[src/rtl/sha1_message_digest_assert.svh]
// ----------------------------------------------------------------------------
// sha1 message digest assertion macros
// shorthand for clocked properties on clk, disabled while rst_n is low
// ----------------------------------------------------------------------------
`ifndef SHA1_MESSAGE_DIGEST_ASSERT_SVH
`define SHA1_MESSAGE_DIGEST_ASSERT_SVH

// consequent checked in the same cycle as the antecedent
`define SHA1MD_ASSERT_NOW(label, ante, cons, msg) \
  label: assert property (@(posedge clk) disable iff (!rst_n) (ante) |-> (cons)) \
    else $error(msg);

// consequent checked in the cycle after the antecedent
`define SHA1MD_ASSERT_NEXT(label, ante, cons, msg) \
  label: assert property (@(posedge clk) disable iff (!rst_n) (ante) |=> (cons)) \
    else $error(msg);

`endif

[src/rtl/sha1md_pkg.sv]
// ----------------------------------------------------------------------------
// sha1md_pkg
// types, constants and the control store of the sha1 message digest block
// ----------------------------------------------------------------------------
`default_nettype none

package sha1md_pkg;

  // step addresses of the control program
  typedef enum logic [3:0] {
    ST_WAIT,
    ST_PAD_DATA,
    ST_PAD_MARK,
    ST_PAD_ZERO,
    ST_LEN_HI,
    ST_LEN_LO,
    ST_EMIT,
    ST_LOAD,
    ST_ROUND,
    ST_ADD
  } step_t;

  // word pushed into the schedule line
  typedef enum logic [2:0] {
    SRC_IN,
    SRC_FINAL,
    SRC_MARK,
    SRC_ZERO,
    SRC_LEN_HI,
    SRC_LEN_LO
  } push_src_t;

  // when a push happens
  typedef enum logic [2:0] {
    PC_NEVER,
    PC_DATA,
    PC_ALWAYS,
    PC_FULL_WORD,
    PC_FILL
  } push_cond_t;

  // datapath operation
  typedef enum logic [2:0] {
    OP_NONE,
    OP_LOAD,
    OP_ROUND,
    OP_ADD,
    OP_EMIT
  } dp_op_t;

  // sequencing of the step counter
  typedef enum logic [2:0] {
    SQ_GOTO,
    SQ_INPUT,
    SQ_FILL,
    SQ_ROUNDS,
    SQ_RETURN,
    SQ_OUT
  } seq_t;

  typedef struct packed {
    push_src_t  src;
    push_cond_t pcond;
    dp_op_t     op;
    seq_t       seq;
    step_t      next_a;
    step_t      next_b;
  } ucode_t;

  typedef struct packed {
    logic push;
    logic load;
    logic round;
    logic add;
    logic restart;
  } dp_ctrl_t;

  typedef struct packed {
    logic last_round;
  } dp_stat_t;

  localparam logic [4:0][31:0] SHA1_IV = {
    32'hC3D2E1F0, 32'h10325476, 32'h98BADCFE, 32'hEFCDAB89, 32'h67452301
  };

  localparam logic [3:0][31:0] SHA1_K = {
    32'hCA62C1D6, 32'h8F1BBCDC, 32'h6ED9EBA1, 32'h5A827999
  };

  localparam logic [7:0] PAD_BYTE   = 8'h80;
  localparam logic [6:0] LAST_ROUND = 7'd79;
  localparam logic [3:0] WORDS_LAST = 4'd15;
  localparam logic [3:0] LEN_SLOT   = 4'd14;
  localparam logic [2:0] NB_FULL    = 3'd4;

  // control store
  function automatic ucode_t ucode_rom(input step_t st);
    ucode_t u;
    unique case (st)
      ST_WAIT:     u = '{SRC_IN,     PC_DATA,      OP_NONE,  SQ_INPUT,  ST_WAIT,     ST_PAD_DATA};
      ST_PAD_DATA: u = '{SRC_FINAL,  PC_ALWAYS,    OP_NONE,  SQ_GOTO,   ST_PAD_MARK, ST_WAIT};
      ST_PAD_MARK: u = '{SRC_MARK,   PC_FULL_WORD, OP_NONE,  SQ_GOTO,   ST_PAD_ZERO, ST_WAIT};
      ST_PAD_ZERO: u = '{SRC_ZERO,   PC_FILL,      OP_NONE,  SQ_FILL,   ST_LEN_HI,   ST_WAIT};
      ST_LEN_HI:   u = '{SRC_LEN_HI, PC_ALWAYS,    OP_NONE,  SQ_GOTO,   ST_LEN_LO,   ST_WAIT};
      ST_LEN_LO:   u = '{SRC_LEN_LO, PC_ALWAYS,    OP_NONE,  SQ_GOTO,   ST_EMIT,     ST_WAIT};
      ST_EMIT:     u = '{SRC_ZERO,   PC_NEVER,     OP_EMIT,  SQ_OUT,    ST_WAIT,     ST_WAIT};
      ST_LOAD:     u = '{SRC_ZERO,   PC_NEVER,     OP_LOAD,  SQ_GOTO,   ST_ROUND,    ST_WAIT};
      ST_ROUND:    u = '{SRC_ZERO,   PC_NEVER,     OP_ROUND, SQ_ROUNDS, ST_ADD,      ST_WAIT};
      ST_ADD:      u = '{SRC_ZERO,   PC_NEVER,     OP_ADD,   SQ_RETURN, ST_WAIT,     ST_WAIT};
      default:     u = '{SRC_ZERO,   PC_NEVER,     OP_NONE,  SQ_GOTO,   ST_WAIT,     ST_WAIT};
    endcase
    return u;
  endfunction

  // keep the valid leading bytes of the final word and, when fewer than four are valid, append the marker byte
  function automatic logic [31:0] pad_final(input logic [31:0] word, input logic [2:0] nb);
    logic [31:0] r;
    unique case (nb)
      3'd0:    r = {PAD_BYTE, 24'h0};
      3'd1:    r = {word[31:24], PAD_BYTE, 16'h0};
      3'd2:    r = {word[31:16], PAD_BYTE, 8'h0};
      3'd3:    r = {word[31:8], PAD_BYTE};
      default: r = word;
    endcase
    return r;
  endfunction

endpackage

`default_nettype wire

[src/rtl/sha1md_datapath.sv]
// ----------------------------------------------------------------------------
// sha1md_datapath
// schedule shift line, working variables, round logic and chaining value
// ----------------------------------------------------------------------------
`default_nettype none

module sha1md_datapath (
  input  wire                     clk,
  input  wire                     rst_n,
  input  sha1md_pkg::dp_ctrl_t    ctrl,
  input  wire  [31:0]             push_word,
  output sha1md_pkg::dp_stat_t    stat,
  output logic [159:0]            digest
);
  import sha1md_pkg::*;

  logic [31:0]      sched_r [16];
  logic [31:0]      a_r, b_r, c_r, d_r, e_r;
  logic [4:0][31:0] chain_r;
  logic [6:0]       t_r;

  logic [31:0] w_mix, w_new, shift_in, f, k, tmp;

  // sched_r holds w[t..t+15]; the next schedule word enters at the top
  assign w_mix    = sched_r[13] ^ sched_r[8] ^ sched_r[2] ^ sched_r[0];
  assign w_new    = {w_mix[30:0], w_mix[31]};
  assign shift_in = ctrl.push ? push_word : w_new;

  always_comb begin
    priority if (t_r < 7'd20) begin
      f = (b_r & c_r) | (~b_r & d_r);
      k = SHA1_K[0];
    end else if (t_r < 7'd40) begin
      f = b_r ^ c_r ^ d_r;
      k = SHA1_K[1];
    end else if (t_r < 7'd60) begin
      f = (b_r & c_r) | (b_r & d_r) | (c_r & d_r);
      k = SHA1_K[2];
    end else begin
      f = b_r ^ c_r ^ d_r;
      k = SHA1_K[3];
    end
  end

  assign tmp = {a_r[26:0], a_r[31:27]} + f + e_r + k + sched_r[0];

  always_ff @(posedge clk) begin
    if (ctrl.push || ctrl.round) begin
      for (int i = 0; i < 15; i++) begin
        sched_r[i] <= sched_r[i + 1];
      end
      sched_r[15] <= shift_in;
    end
  end

  always_ff @(posedge clk) begin
    if (ctrl.load) begin
      a_r <= chain_r[0];
      b_r <= chain_r[1];
      c_r <= chain_r[2];
      d_r <= chain_r[3];
      e_r <= chain_r[4];
    end else if (ctrl.round) begin
      a_r <= tmp;
      b_r <= a_r;
      c_r <= {b_r[1:0], b_r[31:2]};
      d_r <= c_r;
      e_r <= d_r;
    end
  end

  always_ff @(posedge clk) begin
    if (!rst_n) begin
      t_r <= '0;
    end else if (ctrl.load) begin
      t_r <= '0;
    end else if (ctrl.round) begin
      t_r <= t_r + 7'd1;
    end
  end

  always_ff @(posedge clk) begin
    if (!rst_n || ctrl.restart) begin
      chain_r <= SHA1_IV;
    end else if (ctrl.add) begin
      chain_r[0] <= chain_r[0] + a_r;
      chain_r[1] <= chain_r[1] + b_r;
      chain_r[2] <= chain_r[2] + c_r;
      chain_r[3] <= chain_r[3] + d_r;
      chain_r[4] <= chain_r[4] + e_r;
    end
  end

  assign stat.last_round = (t_r == LAST_ROUND);
  assign digest          = chain_r;

endmodule

`default_nettype wire

[src/rtl/sha1_message_digest.sv]
// ----------------------------------------------------------------------------
// sha1_message_digest
// sha1 hash of a byte message streamed as big-endian 32-bit words
// ----------------------------------------------------------------------------
// The message arrives four bytes to a transfer, first byte in bits 31..24.
// A transfer with in_tlast high ends the message and carries 0..4 valid
// leading bytes (a count above 4 counts as 4; on other transfers the count is
// ignored). An empty message is a last transfer with zero valid bytes. The
// block adds the 0x80 marker, the zero fill and the 64-bit bit length itself
// and then shows the 160-bit digest as one transfer on the out_ channel.
// Flow: a non-last word is pushed as it is taken; every sixteenth pushed word
// starts a compression (load, 80 rounds at one round per cycle, add), and no
// input is taken while it runs. After the last word the padding steps push
// one word per cycle outside compressions, up to 19 words counting the last
// word itself, plus one or two steps that push nothing; every block they fill
// costs another compression (two when the padding spills into a second
// block), and then the emit step loads the output register. The block is
// ready again once that is done; the emit step waits while the previous
// digest still sits unread in the output register. The digest waits in that
// register while the next message is already being taken.
// Control is a small microprogram: a step counter addresses a control store
// in the package, each step selects the pushed word, the datapath operation
// and the next step; compression is a subroutine entered whenever a push
// fills the block, with a one-entry return register.
// ----------------------------------------------------------------------------
`default_nettype none
`include "sha1_message_digest_assert.svh"

module sha1_message_digest (
  input  wire          clk,
  input  wire          rst_n,
  // message input
  input  wire          in_tvalid,
  output logic         in_tready,
  input  wire  [39:0]  in_tdata,   // [31:0] message_word, [34:32] valid_bytes, rest zero
  input  wire          in_tlast,   // is_final
  // digest output
  output logic         out_tvalid,
  input  wire          out_tready,
  output logic [159:0] out_tdata   // [31:0] digest_word_0 .. [159:128] digest_word_4
);
  import sha1md_pkg::*;

  // sequencer state
  step_t       pc_r, pc_nxt;
  step_t       link_r, link_nxt;
  step_t       seq_next;
  logic [3:0]  words_r, words_nxt;
  logic [63:0] len_r, len_nxt;

  // last word and output register
  logic [31:0]  word_r;
  logic [2:0]   nb_r;
  logic         out_tvalid_r;
  logic [159:0] out_tdata_r;

  ucode_t      uc;
  logic        in_xfer;
  logic        out_free;
  logic        push;
  logic        block_full;
  logic        emit_go;
  logic [2:0]  nb_clamp;
  logic [31:0] push_word;
  dp_ctrl_t    dp_ctrl;
  dp_stat_t    dp_stat;
  logic [159:0] digest;

  assign uc        = ucode_rom(pc_r);
  assign in_tready = (pc_r == ST_WAIT);
  assign in_xfer   = in_tvalid && in_tready;
  assign out_free  = !out_tvalid_r || out_tready;
  assign nb_clamp  = (in_tdata[34:32] > NB_FULL) ? NB_FULL : in_tdata[34:32];

  // push condition of the current step
  always_comb begin
    unique case (uc.pcond)
      PC_NEVER:     push = 1'b0;
      PC_DATA:      push = in_xfer && !in_tlast;
      PC_ALWAYS:    push = 1'b1;
      PC_FULL_WORD: push = (nb_r == NB_FULL);
      PC_FILL:      push = (words_r != LEN_SLOT);
      default:      push = 1'b0;
    endcase
  end

  // word pushed into the schedule line
  always_comb begin
    unique case (uc.src)
      SRC_IN:     push_word = in_tdata[31:0];
      SRC_FINAL:  push_word = pad_final(word_r, nb_r);
      SRC_MARK:   push_word = {PAD_BYTE, 24'h0};
      SRC_ZERO:   push_word = '0;
      SRC_LEN_HI: push_word = len_r[63:32];
      SRC_LEN_LO: push_word = len_r[31:0];
      default:    push_word = '0;
    endcase
  end

  // step sequencing
  always_comb begin
    unique case (uc.seq)
      SQ_GOTO:   seq_next = uc.next_a;
      SQ_INPUT:  seq_next = in_xfer ? (in_tlast ? uc.next_b : uc.next_a) : pc_r;
      SQ_FILL:   seq_next = (words_r == LEN_SLOT) ? uc.next_a : pc_r;
      SQ_ROUNDS: seq_next = dp_stat.last_round ? uc.next_a : pc_r;
      SQ_RETURN: seq_next = link_r;
      SQ_OUT:    seq_next = out_free ? uc.next_a : pc_r;
      default:   seq_next = uc.next_a;
    endcase
  end

  // a push that completes the block calls the compression routine
  assign block_full = push && (words_r == WORDS_LAST);
  assign emit_go    = (uc.op == OP_EMIT) && out_free;

  always_comb begin
    pc_nxt    = block_full ? ST_LOAD : seq_next;
    link_nxt  = block_full ? seq_next : link_r;
    words_nxt = words_r + {3'b000, push};
    len_nxt   = len_r;
    if (in_xfer && !in_tlast) begin
      len_nxt = len_r + 64'd32;
    end else if (in_xfer) begin
      len_nxt = len_r + {58'd0, nb_clamp, 3'b000};
    end else if (emit_go) begin
      len_nxt = '0;
    end
  end

  always_ff @(posedge clk) begin
    if (!rst_n) begin
      pc_r         <= ST_WAIT;
      link_r       <= ST_WAIT;
      words_r      <= '0;
      len_r        <= '0;
      out_tvalid_r <= 1'b0;
    end else begin
      pc_r    <= pc_nxt;
      link_r  <= link_nxt;
      words_r <= words_nxt;
      len_r   <= len_nxt;
      if (emit_go) begin
        out_tvalid_r <= 1'b1;
      end else if (out_tready) begin
        out_tvalid_r <= 1'b0;
      end
    end
  end

  // last word is held for the padding steps
  always_ff @(posedge clk) begin
    if (in_xfer && in_tlast) begin
      word_r <= in_tdata[31:0];
      nb_r   <= nb_clamp;
    end
    if (emit_go) begin
      out_tdata_r <= digest;
    end
  end

  assign dp_ctrl.push    = push;
  assign dp_ctrl.load    = (uc.op == OP_LOAD);
  assign dp_ctrl.round   = (uc.op == OP_ROUND);
  assign dp_ctrl.add     = (uc.op == OP_ADD);
  assign dp_ctrl.restart = emit_go;

  sha1md_datapath u_datapath (
    .clk       (clk),
    .rst_n     (rst_n),
    .ctrl      (dp_ctrl),
    .push_word (push_word),
    .stat      (dp_stat),
    .digest    (digest)
  );

  assign out_tvalid = out_tvalid_r;
  assign out_tdata  = out_tdata_r;

  // a full block always enters compression next
  `SHA1MD_ASSERT_NEXT(a_full_calls_load, block_full, pc_r == ST_LOAD, "full block did not start compression")
  // the round step repeats until the last round
  `SHA1MD_ASSERT_NEXT(a_rounds_hold, pc_r == ST_ROUND && !dp_stat.last_round, pc_r == ST_ROUND, "round loop left early")
  // the length words close a block, so nothing is buffered at the output step
  `SHA1MD_ASSERT_NOW(a_emit_aligned, pc_r == ST_EMIT, words_r == 4'd0, "digest taken from a partial block")
  // emitting shows the digest and clears the message state
  `SHA1MD_ASSERT_NEXT(a_emit_restart, emit_go, out_tvalid_r && pc_r == ST_WAIT && len_r == 64'd0, "digest emit did not restart")

endmodule

`default_nettype wire
[config.mk]
export PLATFORM = sky130hd
export DESIGN_NAME = sha1_message_digest
export DESIGN_NICKNAME = d
export VERILOG_FILES = /design/src/rtl/sha1md_pkg.sv /design/src/rtl/sha1md_datapath.sv /design/src/rtl/sha1_message_digest.sv
export VERILOG_INCLUDE_DIRS = /design/src /design/src/rtl
export SDC_FILE = /design/constraint.sdc
export NUM_CORES = 2
export LEC_CHECK = 0
export ABC_AREA = 1
export BUFFER_PORTS_ARGS = -buffer_cell sky130_fd_sc_hd__clkbuf_2
export CORE_ASPECT_RATIO = 0.8
export CORE_UTILIZATION = 40
export DETAILED_ROUTE_END_ITERATION = 10
export PLACE_DENSITY = 0.53
export SKIP_CTS_REPAIR_TIMING = 1
export SYNTH_ARGS = -nofsm -noshare
export SYNTH_HDL_FRONTEND = slang
export SYNTH_HIERARCHICAL = 1
export SYNTH_SLANG_ARGS = --single-unit
[constraint.sdc]
create_clock -name clk -period 12.8 [get_ports clk]
set_input_delay 1.92 -clock clk [delete_from_list [all_inputs] [get_ports clk]]
set_output_delay 1.92 -clock clk [all_outputs]
set_load 0.01 [all_outputs]
==> run summary <==
Max_cap viols: 0
Top Family by Delay on Critical Path: adder cells
Minimum clock period: 6.210 ns
Ranking of synthesized cells by area: edfxtp_1, nand2_1, dfxtp_1
Cell Pwr Density: 182.3 nW/µm²
# fillers: 14140
Mapped Area: 58860 µm²
Number of buffers added on ports: 201
Min-delay src: u_datapath/sched_r[0][130]
Post-synth EDFFs: 867
Worst Path Required: 13.29 ns
FF-to-FF Start: u_datapath/t_r[3]
Vias per std cell: 5.310
RSZ-0062 raised after global routing: false
Max frequency: 0.1610 GHz
Most frequent cells in the layout: nand2_1, inv_1, edfxtp_1
Num CTS Buffers: 115
Root Buffer Master: clkbuf_16
Most common cell after layout, fill and taps aside: nand2_1
Vias: 46860
Hold Slack: 0.4089 ns
Initial antenna violation count: 7
Cells after Synth: 6539
Tot GR Track Use: 26.47%
GR Overflow Total: 0
WS Path Type: reg -> reg
Final #Nets: 7128
ANT nets after route: 0
CTS tree: done
Die ar.: 148700 µm²
Max-slew headroom: 20.09%
Vias in the first global route: 42140
Starting DRT DRC Count: 5508
Slew Viols, Final: 0
Clock slew at reported path FFs: 0.07 ns
Sequential share of the synthesized area: 52.43%
Die Wd: 430.9 µm
Slowest stage cell, crit path: a221oi_1
Drt first pass iters: 6
Worst Skew: 0.04478 ns
Most used DFF post-synth: edfxtp_1
First-pass GRT wire length: 288600 µm
Fin worst setup slack: 6.590 ns
Worst Tran Pin Value: 1.197 ns
Worst Setup End Kind: flop
Synth async-reset ratio: 0%
Critical path launch point: u_datapath/t_r[3]
Critical Path Start Type: flop
Row Count: 125
Cell variety after synth: 60
Chip Height: 345.1 µm
Share of cells above drive strength 1: 7.644%
Critical Path AT: 6.70 ns
Final Hold Fails: 0
Number of I/O pins: 207
Clock Latency Late Sink: 0.78 ns
Static Leak: 26.93 nW
Post-Place Worst Slack: 6.648 ns
Storage cell area: 30860 µm²
Hpwl dp: 151400 µm
Clk sinks: 1108
Yosys synthesis warning count: 6
Clock buffer depth: 3
H-tree Lvls: 3
Area Growth Syn to Fin: 12.25%
Period Utilization, post-route: 48.52%
Slowest cell delay on critical path: 0.57 ns
Crit path cell chain: nand2_2 -> nor2_2 -> nor2_2 -> nand2_4 -> nand2_4 -> inv_2 -> a221oi_1 -> fa_1 -> fa_1 -> fa_1 -> inv_1 -> ha_1 -> inv_1 -> fa_1 -> o21ai_0 -> nand2_1 -> nand3_1 -> nand3_1 -> nand2_1 -> nand2_1 -> nand3_1 -> nand2_1
Routed len/inst: 22.72 µm
Placer Congestion: 0.9744
Routed WL: 200500 µm
Core ar.: 145600 µm²
Syn_area_per_cell: 9.001 µm²
Largest net degree at the start of global routing: 204
WP buf/inv: 3
Crit Path Max Fanout: 18
Max VDD drop: 0.0002334 V
Hold Path Class: reg -> reg
DR DRC count: 0
Final setup TNS: 0 ns
Net Count, Synth: 6914
Initial Utilization: 40.42%
Final Setup Violations: 0
Post-synth top area cell: edfxtp_1
Status: finished clean
Multi-input gate area in the final layout: 23940 µm²
Synthesis-stage register bit count: 1108
Area share of the largest cell type after synthesis: 44.23%
[logic make-up after synthesis]
family                     after synthesis  share of synthesized area [%]
adders and majority gates              330                          8.622
xor gates and xnor gates               147                          2.187
DFF                                   1108                          52.43
buffers and inverters                 1066                          6.934
and+or+nand+nor                       2862                          20.14
AOI/OAI and AO/OA                     1026                          9.691
[metrics by stage]
| stage | instance area (µm²) | power, mW | utilization (%) | std cells |
|---|---|---|---|---|
| detailed placement | 62070 | 8.572 | 42.63 | 8604 |
| global placement | 62070 | 8.530 | 42.63 | 8604 |
| global route | 66060 | 12.65 | 45.37 | 8824 |
| finish | 66070 | 12.05 | 45.37 | 8826 |
| CTS | 66060 | 12.17 | 45.37 | 8823 |
| floorplan | 58860 | 7.822 | - | 6539 |
[path summary, 6_finish.rpt]
kind / slack [ns] / cells after the start / to
min reg2reg: 0.41 / 0 / u_datapath/sched_r[0][98]
max: 6.59 / 22 / u_datapath/a_r[29]
min: 0.41 / 0 / u_datapath/sched_r[0][98]
max reg2reg: 6.59 / 22 / u_datapath/a_r[29]
[synthesized netlist by cell type, types with 41 or more instances]
cell type and n:
a21oi_1 421, nand2_1 1626, dfxtp_1 241, nand3_1 407, xor2_1 41, nor2_1 605, ha_1 204, inv_1 915
clkbuf_1 78, edfxtp_1 867, o21ai_0 394, nor3_1 43, fa_1 126, xnor2_1 106, nand4_1 81
[sequential cells by signal, indices dropped and copies added (netlist names), 7 cells and up]
| name | flops |
|---|---|
| out_tdata | 160 |
| u_datapath/sched_r | 512 |
| u_datapath/t_r | 7 |
| u_datapath/a_r | 32 |
| u_datapath/d_r | 32 |
| u_datapath/c_r | 32 |
| len_r | 61 |
| u_datapath/b_r | 32 |
| u_datapath/digest | 160 |
| word_r | 32 |
| u_datapath/e_r | 32 |
[metal layers]
layer	vias up	routed length [µm]	GRT usage [%]
li1	22230	-	-
met1	22470	98050	42.47
met2	1928	77700	34.99
met3	230	20530	6.569
met4	4	4189	5.796
met5	-	30	0
[power breakdown]
part	switching, mW	internal (mW)
Sequential	0.379	5.46
Combinational	1.90	0.762
Clock	1.54	2.01
Total	3.82	8.23
[worst reg2reg max path: stages (launching register included)]
cell and delay, ns:
dfxtp_1 0.38, nand2_2 0.12, nor2_2 0.06, nor2_2 0.35, nand2_4 0.29, nand2_4 0.35, inv_2 0.29, a221oi_1 0.57
fa_1 0.54, fa_1 0.57, fa_1 0.43, inv_1 0.07, ha_1 0.22, inv_1 0.07, fa_1 0.39, o21ai_0 0.52
nand2_1 0.12, nand3_1 0.15, nand3_1 0.11, nand2_1 0.08, nand2_1 0.05, nand3_1 0.14, nand2_1 0.08
[area by class of cell]
| type | count | area share (%) |
|---|---|---|
| antenna | 3 | 0.01136 |
| timing repair buffer | 236 | 1.977 |
| inverter | 927 | 5.301 |
| multi-input combinational | 4365 | 36.24 |
| tap | 1968 | 3.727 |
| clock inverter | 69 | 1.250 |
| sequential | 1108 | 46.71 |
| clock buffer | 150 | 4.786 |
(Power assumes the default switching activity.)
